<file path="src/hw/rtl/pwmfd_pkg.sv">
// Shared types and constants for the pulse-width Manchester frame decoder.
package pwmfd_pkg;

   localparam int THRESHOLD_BITS = 15;
   localparam logic [THRESHOLD_BITS-1:0] THRESHOLD_RESET = 15'd600;
   localparam int START_HALF_BITS = 2;
   localparam int DATA_BITS = 16;
   localparam int BYTE_BITS = 8;
   localparam int DECODE_SPAN = START_HALF_BITS + 2 * DATA_BITS;

   typedef struct packed {
      logic first_level;
      logic first_double;
      logic second_level;
      logic second_double;
      logic frame_end;
   } phase_pair_type;

endpackage

</file>
<file path="src/hw/rtl/pwmfd_front.sv">
// Front end: threshold register and classification of each pulse pair into half-bits.
module pwmfd_front #(
   parameter int DURATION_BITS = 15
) (
   input  logic                                clock,
   input  logic                                reset,
   input  logic                                csr_we,
   input  logic [pwmfd_pkg::THRESHOLD_BITS-1:0] csr_wdata,
   input  logic                                first_level,
   input  logic [DURATION_BITS-1:0]            first_duration,
   input  logic                                second_level,
   input  logic [DURATION_BITS-1:0]            second_duration,
   input  logic                                frame_end,
   output pwmfd_pkg::phase_pair_type           pair
);
   import pwmfd_pkg::*;

   logic [THRESHOLD_BITS-1:0] threshold_ff;
   logic [THRESHOLD_BITS-1:0] threshold_in;
   logic [DURATION_BITS-1:0]  threshold_cmp;

   always_comb begin
      threshold_in = csr_we ? csr_wdata : threshold_ff;
   end

   always_ff @(posedge clock) begin
      if (reset) begin
         threshold_ff <= THRESHOLD_RESET;
      end else begin
         threshold_ff <= threshold_in;
      end
   end

   assign threshold_cmp = DURATION_BITS'(threshold_ff);

   always_comb begin
      pair.first_level   = first_level;
      pair.first_double  = first_duration > threshold_cmp;
      pair.second_level  = second_level;
      pair.second_double = second_duration > threshold_cmp;
      pair.frame_end     = frame_end;
   end

endmodule

</file>
<file path="src/hw/rtl/pwmfd_queue.sv">
// Two-entry queue of classified pulse pairs between the front and back ends.
module pwmfd_queue (
   input  logic                      clock,
   input  logic                      reset,
   input  logic                      push,
   input  pwmfd_pkg::phase_pair_type push_data,
   output logic                      full,
   input  logic                      pop,
   output logic                      head_valid,
   output pwmfd_pkg::phase_pair_type head_data
);
   import pwmfd_pkg::*;

   phase_pair_type entry_ff [2];
   logic           wr_ptr_ff;
   logic           wr_ptr_in;
   logic           rd_ptr_ff;
   logic           rd_ptr_in;
   logic [1:0]     count_ff;
   logic [1:0]     count_in;
   logic           do_push;
   logic           do_pop;

   assign full       = count_ff == 2'd2;
   assign head_valid = count_ff != 2'd0;
   assign head_data  = entry_ff[rd_ptr_ff];
   assign do_push    = push && !full;
   assign do_pop     = pop && head_valid;

   always_comb begin
      wr_ptr_in = do_push ? !wr_ptr_ff : wr_ptr_ff;
      rd_ptr_in = do_pop ? !rd_ptr_ff : rd_ptr_ff;
      count_in  = count_ff + {1'b0, do_push} - {1'b0, do_pop};
   end

   always_ff @(posedge clock) begin
      if (reset) begin
         wr_ptr_ff <= 1'b0;
         rd_ptr_ff <= 1'b0;
         count_ff  <= 2'd0;
      end else begin
         wr_ptr_ff <= wr_ptr_in;
         rd_ptr_ff <= rd_ptr_in;
         count_ff  <= count_in;
      end
   end

   always_ff @(posedge clock) begin
      if (do_push) begin
         entry_ff[wr_ptr_ff] <= push_data;
      end
   end

endmodule

</file>
<file path="src/hw/rtl/pwmfd_back.sv">
// Back end: half-bit store, frame decode and the registered result.
module pwmfd_back #(
   parameter int HALF_BIT_DEPTH = 64
) (
   input  logic                              clock,
   input  logic                              reset,
   input  logic                              head_valid,
   input  pwmfd_pkg::phase_pair_type         head_data,
   output logic                              pop,
   output logic                              rsp_valid,
   input  logic                              rsp_ready,
   output logic [pwmfd_pkg::BYTE_BITS-1:0]   rsp_address_byte,
   output logic [pwmfd_pkg::BYTE_BITS-1:0]   rsp_data_byte,
   output logic                              rsp_bit_error
);
   import pwmfd_pkg::*;

   localparam int CNT_BITS = $clog2(HALF_BIT_DEPTH + 1);

   logic [DECODE_SPAN-1:0] store_ff;
   logic [DECODE_SPAN-1:0] store_in;
   logic [DECODE_SPAN-1:0] store_next;
   logic [CNT_BITS-1:0]    count_ff;
   logic [CNT_BITS-1:0]    count_in;
   logic [CNT_BITS:0]      count_sum;
   logic [3:0]             seq;
   logic [2:0]             n_half;
   logic [CNT_BITS-1:0]    offset [DECODE_SPAN];
   logic [DATA_BITS-1:0]   word;
   logic                   err;
   logic                   rsp_valid_ff;
   logic                   rsp_valid_in;
   logic [BYTE_BITS-1:0]   address_ff;
   logic [BYTE_BITS-1:0]   data_ff;
   logic                   error_ff;

   assign pop = head_valid && (!head_data.frame_end || !rsp_valid_ff || rsp_ready);

   always_comb begin
      seq[0] = head_data.first_level;
      seq[1] = head_data.first_double ? head_data.first_level : head_data.second_level;
      seq[2] = head_data.second_level;
      seq[3] = head_data.second_level;
      n_half = 3'd2 + {2'b00, head_data.first_double} + {2'b00, head_data.second_double};
   end

   always_comb begin
      for (int p = 0; p < DECODE_SPAN; p++) begin
         offset[p] = CNT_BITS'(p) - count_ff;
         if ((count_ff <= CNT_BITS'(p)) && (offset[p] < CNT_BITS'(n_half))) begin
            store_next[p] = seq[offset[p][1:0]];
         end else begin
            store_next[p] = store_ff[p];
         end
      end
      count_sum = {1'b0, count_ff} + (CNT_BITS + 1)'(n_half);
      if (count_sum > (CNT_BITS + 1)'(HALF_BIT_DEPTH)) begin
         count_in = CNT_BITS'(HALF_BIT_DEPTH);
      end else begin
         count_in = count_sum[CNT_BITS-1:0];
      end
   end

   always_comb begin
      word = '0;
      err  = 1'b0;
      for (int i = 0; i < DATA_BITS; i++) begin
         word[DATA_BITS-1-i] = store_next[START_HALF_BITS + 2*i]
                             & !store_next[START_HALF_BITS + 2*i + 1];
         if (store_next[START_HALF_BITS + 2*i] == store_next[START_HALF_BITS + 2*i + 1]) begin
            err = 1'b1;
         end
      end
   end

   always_comb begin
      store_in = store_ff;
      if (pop) begin
         store_in = head_data.frame_end ? '0 : store_next;
      end
      if (pop && head_data.frame_end) begin
         rsp_valid_in = 1'b1;
      end else if (rsp_ready) begin
         rsp_valid_in = 1'b0;
      end else begin
         rsp_valid_in = rsp_valid_ff;
      end
   end

   always_ff @(posedge clock) begin
      if (reset) begin
         store_ff     <= '0;
         count_ff     <= '0;
         rsp_valid_ff <= 1'b0;
      end else begin
         store_ff     <= store_in;
         rsp_valid_ff <= rsp_valid_in;
         if (pop) begin
            count_ff <= head_data.frame_end ? '0 : count_in;
         end
      end
   end

   always_ff @(posedge clock) begin
      if (pop && head_data.frame_end) begin
         address_ff <= word[DATA_BITS-1:BYTE_BITS];
         data_ff    <= word[BYTE_BITS-1:0];
         error_ff   <= err;
      end
   end

   assign rsp_valid        = rsp_valid_ff;
   assign rsp_address_byte = address_ff;
   assign rsp_data_byte    = data_ff;
   assign rsp_bit_error    = error_ff;

endmodule

</file>
<file path="src/hw/rtl/pulse_width_manchester_frame_decoder.sv">
// Pulse-width Manchester frame decoder: one pulse pair per cycle in while
// req_ready is high, one decoded 16-bit frame out per frame end. Each pair
// is classified against the threshold as it is accepted and placed in a
// two-entry queue; the back end takes one pair per cycle from that queue
// unless a frame end waits behind an untaken result, appends its two to four
// half-bits and, on a frame end, decodes the frame into the output register.
// The sustained rate is one pair per cycle; input stalls only while a finished
// result waits to be taken and a further frame end has reached the queue head.
module pulse_width_manchester_frame_decoder #(
   parameter int HALF_BIT_DEPTH = 64,
   parameter int DURATION_BITS  = 15
) (
   input  logic                                clock,
   input  logic                                reset,
   input  logic                                csr_we,
   input  logic [pwmfd_pkg::THRESHOLD_BITS-1:0] csr_wdata,
   input  logic                                req_valid,
   output logic                                req_ready,
   input  logic                                req_first_level,
   input  logic [DURATION_BITS-1:0]            req_first_duration,
   input  logic                                req_second_level,
   input  logic [DURATION_BITS-1:0]            req_second_duration,
   input  logic                                req_frame_end,
   output logic                                rsp_valid,
   input  logic                                rsp_ready,
   output logic [pwmfd_pkg::BYTE_BITS-1:0]     rsp_address_byte,
   output logic [pwmfd_pkg::BYTE_BITS-1:0]     rsp_data_byte,
   output logic                                rsp_bit_error
);
   import pwmfd_pkg::*;

   phase_pair_type pair;
   phase_pair_type head_data;
   logic           queue_full;
   logic           head_valid;
   logic           pop;

   pwmfd_front #(
      .DURATION_BITS(DURATION_BITS)
   ) u_front (
      .clock          (clock),
      .reset          (reset),
      .csr_we         (csr_we),
      .csr_wdata      (csr_wdata),
      .first_level    (req_first_level),
      .first_duration (req_first_duration),
      .second_level   (req_second_level),
      .second_duration(req_second_duration),
      .frame_end      (req_frame_end),
      .pair           (pair)
   );

   pwmfd_queue u_queue (
      .clock     (clock),
      .reset     (reset),
      .push      (req_valid),
      .push_data (pair),
      .full      (queue_full),
      .pop       (pop),
      .head_valid(head_valid),
      .head_data (head_data)
   );

   pwmfd_back #(
      .HALF_BIT_DEPTH(HALF_BIT_DEPTH)
   ) u_back (
      .clock           (clock),
      .reset           (reset),
      .head_valid      (head_valid),
      .head_data       (head_data),
      .pop             (pop),
      .rsp_valid       (rsp_valid),
      .rsp_ready       (rsp_ready),
      .rsp_address_byte(rsp_address_byte),
      .rsp_data_byte   (rsp_data_byte),
      .rsp_bit_error   (rsp_bit_error)
   );

   assign req_ready = !queue_full;

endmodule

</file>
<file path="config.mk">
export PLATFORM = sky130hd
export DESIGN_NAME = pulse_width_manchester_frame_decoder
export DESIGN_NICKNAME = d
export VERILOG_FILES = /design/src/hw/rtl/pwmfd_pkg.sv /design/src/hw/rtl/pwmfd_front.sv /design/src/hw/rtl/pwmfd_queue.sv /design/src/hw/rtl/pwmfd_back.sv /design/src/hw/rtl/pulse_width_manchester_frame_decoder.sv
export SDC_FILE = /design/constraint.sdc
export NUM_CORES = 1
export LEC_CHECK = 0
export ABC_AREA = 1
export BUFFER_PORTS_ARGS = -buffer_cell sky130_fd_sc_hd__buf_2
export CELL_PAD_IN_SITES_DETAIL_PLACEMENT = 0
export CELL_PAD_IN_SITES_GLOBAL_PLACEMENT = 1
export CORE_MARGIN = 3
export CORE_UTILIZATION = 44
export CTS_CLUSTER_DIAMETER = 100
export DETAILED_ROUTE_END_ITERATION = 6
export GPL_TIMING_DRIVEN = 0
export PLACE_DENSITY = 0.83
export SLEW_MARGIN = 10
export SYNTH_ARGS = -nofsm -noshare
export SYNTH_HDL_FRONTEND = slang
export SYNTH_HIERARCHICAL = 1
export SYNTH_SLANG_ARGS = --single-unit
</file>
<file path="constraint.sdc">
create_clock -name clock -period 4.4 [get_ports clock]
set_input_delay 0.88 -clock clock [delete_from_list [all_inputs] [get_ports clock]]
set_output_delay 0.88 -clock clock [all_outputs]
set_load 0.02 [all_outputs]
</file>
### Word-level counts from Yosys, hierarchy flattened

Memory sizes are Yosys's and may differ from the RTL's. A register that Yosys moved wholly into a read port is not among the register bits.
Index checks and enable logic that the tools add are counted.

| word-level totals | value |
|---|---|
| register bits | 76 |
| bits in writable memories | 10 |
| input bits | 53 |
| output and inout bits | 19 |
| word-level logic and storage cells | 365 |
| memories kept | 1 |

Memories:

| name | depth | bits a word | rd ports | clocked after memory_dff | write ports | line | text |
|---|---|---|---|---|---|---|---|
| u_queue.entry_ff | 2 | 5 | 1 | 1 | 1 | pwmfd_queue.sv:14 | `phase_pair_type entry_ff [2];` |

| cells by class | value |
|---|---|
| bitwise logic cells | 16 |
| reduce and logical (&&, ||, !) cells | 64 |
| equality and inequality tests | 17 |
| add/sub/neg operators | 39 |
| mux-type cells | 113 |
| magnitude comparators | 105 |

Operators by type and width:

| kind | number |
|---|---|
| $lt 7x3->1 | 34 |
| $le 7x5->1 const B | 16 |
| $sub 5x7->7 const A | 16 |
| $lt 2x3->1 const B | 34 |
| $mux 1 | 76 |
| $bmux 1 s2 | 34 |
| $le 7x4->1 const B | 8 |
| $sub 4x7->7 const A | 8 |
| $logic_and 1x1->1 | 38 |
| $mux 34 | 1 |
| $gt 15x15->1 | 2 |
| $le 7x3->1 const B | 4 |
| $sub 3x7->7 const A | 4 |
| $logic_not 1->1 | 21 |
| $and 1x1->1 | 16 |
| $eq 1x1->1 | 16 |
| $reduce_or 15->1 | 1 |
| $le 7x1->1 const B | 2 |
| $le 7x2->1 const B | 2 |
| $le 7x6->1 const B | 2 |
| $mux 7 | 2 |
| $sub 1x7->7 const A | 2 |
| $sub 2x7->7 const A | 2 |
| $sub 6x7->7 const A | 2 |
| 9 further kinds | 11 |

### Logic depth before layout (Yosys ltp)

| depth | value |
|---|---|
| depth after elaboration | 7 |
| mapped depth | 18 |
| gate-level depth less buffers | 17 |

### Cells and area by module

Netlist, hierarchy kept.

Modules (own cells, without submodules):

| module | instances | area an instance (um^2) | cells an instance | seq. area each (um^2) |
|---|---|---|---|---|
| pwmfd_back | 1 | 6,112.1 | 993 | 1,311.3 |
| pwmfd_front | 1 | 1,401.3 | 187 | 300.3 |
| pwmfd_queue | 1 | 610.6 | 54 | 400.4 |
| pulse_width_manchester_frame_decoder | 1 | 3.8 | 1 | 0.0 |

### Worst setup path before layout

Ideal clock, no wire load.

| timing | value |
|---|---|
| path type | reg-to-reg |
| start | reg u_back.count_ff[1] |
| end | reg u_back.error_ff, in the netlist u_back/rsp_bit_error, data pin |
| clock period less this slack | 3,107 ps |
| buffers on the path | 1 |
| path slack | 1,293 ps |
| cell stages (with the launch flop) | 17 |
| setup time | 273 ps |
| arrival | 2,835 ps |
| required time | 4,127 ps |
| cell sequence | dfxtp_1 inv_2 ha_1 buf_4 nand2_1 nand2_1 ha_1 nand2_1 nand2_1 a21oi_1 nand2_1 nor2_1 nand3_1 and2_1 ha_1 nor4_1 nand4_1 |

| between the ends | value |
|---|---|
| word-level cells in the longest chain between the ends | 6 |
| elaborated cells on any way between the ends | 242 |
| classes of those cells | 32 x add/sub; 64 x order compare; 16 x eq/ne; 97 x mux; 33 x reduce/logical |

Ends and longest elaborated chain:

| element | line | text |
|---|---|---|
| start, declared | pwmfd_back.sv:23 | `logic [CNT_BITS-1:0] count_ff;` |
| start signal, assigned | pwmfd_back.sv:99 | `count_ff <= head_data.frame_end ? '0 : count_in;` |
| $sub 6x7->7, or another cell as far along | pwmfd_back.sv:49 | `offset[p] = CNT_BITS'(p) - count_ff;` |
| $lt 7x3->1 / $bmux 1 s2 (equally long branches) | pwmfd_back.sv:50, pwmfd_back.sv:51 |  |
| $logic_and 1x1->1 / $mux 1 (equally long branches) | pwmfd_back.sv:50, pwmfd_back.sv:51 |  |
| $mux 1 | pwmfd_back.sv:50 | `if ((count_ff <= CNT_BITS'(p)) && (offset[p] < CNT_BITS'(n_half))) begin` |
| $eq 1x1->1 | pwmfd_back.sv:70 | `if (store_next[START_HALF_BITS + 2*i] == store_next[START_HALF_BITS + 2*i + 1]) begin` |
| $reduce_or 15->1 (no source line) / $mux 1 (equally long branches) | - |  |
| end signal, assigned | pwmfd_back.sv:108 | `error_ff <= err;` |
| end, declared | pwmfd_back.sv:35 | `logic error_ff;` |

Parallel ways exist; a longest one is shown, timed or not. The select of a mux whose other input is x is not followed.
A chain may end at the register's enable or synchronous reset.

### Worst setup path after layout

Same ends and word-level chain as after synthesis.

==> qor.csv <==
metric,value,unit
status,finished clean,
cts_max_path_buffers,2,
cp_slowest_cell,dfxtp_1,
drtPass1Iterations,5,
vdd_ir_drop_max,0.381,mV
fillers,1904,
num_rows,49,
cts.sinks,87,
postCtsHoldBufs,0,
drc,0,
path_clk_slew,0.07,ns
netlist_instances,1235,
hpwl,21500,µm
syn_to_final_growth,11.3,%
gr-total-overflow,0,
cts_buffers,9,
finalSetupTns,0,ns
portBuffers,67,
slowest_delay,0.77,ns
worst-path-max-fanout,14,
worstPathArrival,4.22,ns
cp-end-kind,flip-flop,
min_period,4.14,ns
synth-async-reset-ratio,0,%
fmax,242,MHz
finalNetCount,1450,
viasPerCell,5.41,
cap_violations,0,
initial_core_util,45.1,%
rsz0062_at_grt,no,
leakage,4.40,nW
slew_headroom,47.8,%
syn_nets,1372,
syn-cell-area,8130,µm²
post-route-util,50.2,%
setup_viol,0,
n_antenna_cell,0,
drt-total-wl,27900,µm
wire_per_inst,18.1,µm
grt_pass1_wl,42400,µm
drt_iter0_markers,616,
finalNonFillerCells,1547,
min_path_type,reg -> reg,
multi_input_area,5250,µm²
skew,0.00941,ns
ctsResizeCount,0,
synth-seq-cells,87,
core,18000,µm²
ant_nets,0,
min_period_over_period,94.0,%
layout_common_cells,"391 x nand2_1, 130 x inv_1, 128 x nand3_1",
finalWorstSetupSlack,0.263,ns
finalHoldViolations,0,
gp_congestion,1.00,
vias,8362,
seqCellArea,2010,µm²
dieArea,20100,µm²
drv_slew,0,
io_pins,72,
ys_seq_area_share,24.8,%
power_density,514,nW/µm²
cts_setup_buffers,0,
final_common_cell,nand2_1,
dominantRegCellSynth,dfxtp_1,
gr-usage-all-layers,27.6,%
grt_max_degree,19,
dp_cells,1531,
dp_slack,0.339,ns
cp.required,4.48,ns
synth_edf_count,27,
tightestPinTransition,0.783,ns
die_y,142,µm
tritoncts,yes,
die_x,142,µm
drive_gt1_share,14.7,%
cts_root_buf,clkbuf_16,
avgSynthCellArea,6.58,µm²
path_cells,inv_2 > ha_1 > inv_1 > ha_1 > nand2_1 > nor2_1 > nor2_1 > nand2_1 > nor2_1 > nand4_1 > and2_1 > ha_1 > nor4_1 > nand4_1,
cts_max_level,3,
ys_types,48,
ys_warn_count,6,
antenna_found_initial,0,
path_class,reg -> reg,
worstSkewPairLatency,0.35,ns
grt_pass1_vias,7682,
cp-start-kind,flip-flop,
## worst max-delay path, delay by kind of cell (launching register included)
kind	cells	cell delay (ns)
and+or+nand+nor	9	1.65
buffers and inverters	2	0.43
adders and majority gates	3	1.01
DFF	1	0.77
## cells in the mapped netlist (all sizes together), types with 7 or more instances
library cell / instances / area, µm²
nand4: 21 / 131
a21oi: 92 / 517
and2: 14 / 87.6
dfxtp: 60 / 1200
inv: 141 / 534
xor2: 17 / 156
o21ai: 46 / 264
o21bai: 7 / 60.1
edfxtp: 27 / 811
nand2: 404 / 1560
nor2: 103 / 445
buf: 41 / 298
ha: 83 / 1040
nand3: 131 / 671
o211ai: 8 / 60.1
clkbuf: 8 / 30.0
## cell type report
class	instances	area share, %
multi-input cells	956	58.0
flip-flops and latches	87	22.2
inverters	143	5.99
well taps	229	3.17
repair buffers	67	3.71
clock buffers	10	2.53
plain buffers	49	3.62
clock inverters	6	0.774
## flip-flops by register name (all words and copies together), names as in the netlist, named ones only
name,flops
u_back/rsp_data_byte,8
u_back/count_ff,7
u_queue/count_ff,2
u_back/rsp_bit_error,1
u_back/rsp_address_byte,8
u_front/threshold_cmp,15
u_back/rsp_valid,1
u_back/store_ff,32
u_queue/entry_ff,10
u_queue/wr_ptr_ff,1
u_queue/rd_ptr_ff,1
## metrics by stage
step / cell area [µm²] / total power (W) / hold WS (ns)
floorplan: 8130 / 0.00296 / 0.439
global placement: 8750 / 0.00382 / 0.448
detailed placement: 8750 / 0.00385 / 0.453
CTS: 9050 / 0.00466 / 0.463
global route: 9050 / 0.00505 / 0.480
finish: 9050 / 0.00465 / 0.462
## cell families (layout without fill, tap and decap cells)
family	after synthesis	after routing	share of synthesized area, %
DFF	87	87	24.8
xor gates and xnor gates	18	18	2.12
buffers and inverters	192	275	10.7
AOI/OAI and AO/OA	159	159	11.6
and+or+nand+nor	690	690	37.1
adders and majority gates	84	84	13.0
muxes	5	5	0.693
## report_power, final
part | internal [W] | switching [W] | leakage, nW
combinational | 0.000842 | 0.00193 | 3.52
clock | 0.000445 | 0.000346 | 0.136
sequential | 0.00100 | 0.0000842 | 0.740
total | 0.00229 | 0.00236 | 4.40
## worst paths after layout
path	to	slack [ns]	startpoint	depth (start not counted)
hold reg to reg	u_back/store_ff[7]	0.46	u_back/store_ff[7]	2
setup / recovery	u_back/rsp_bit_error	0.26	u_back/count_ff[1]	14
setup reg to reg	u_back/rsp_bit_error	0.26	u_back/count_ff[1]	14
hold / removal	u_back/store_ff[7]	0.46	u_back/store_ff[7]	2
## layer usage
metal  vias up  track usage (%)  wire length [µm]
met5         -                0                 0
met4         0             15.3              1770
met3        93             5.19              2330
met2       378             45.3             12700
met1      3725             34.2             11100
li1       4166                -                 -
Power figures use the tool's default switching activity.
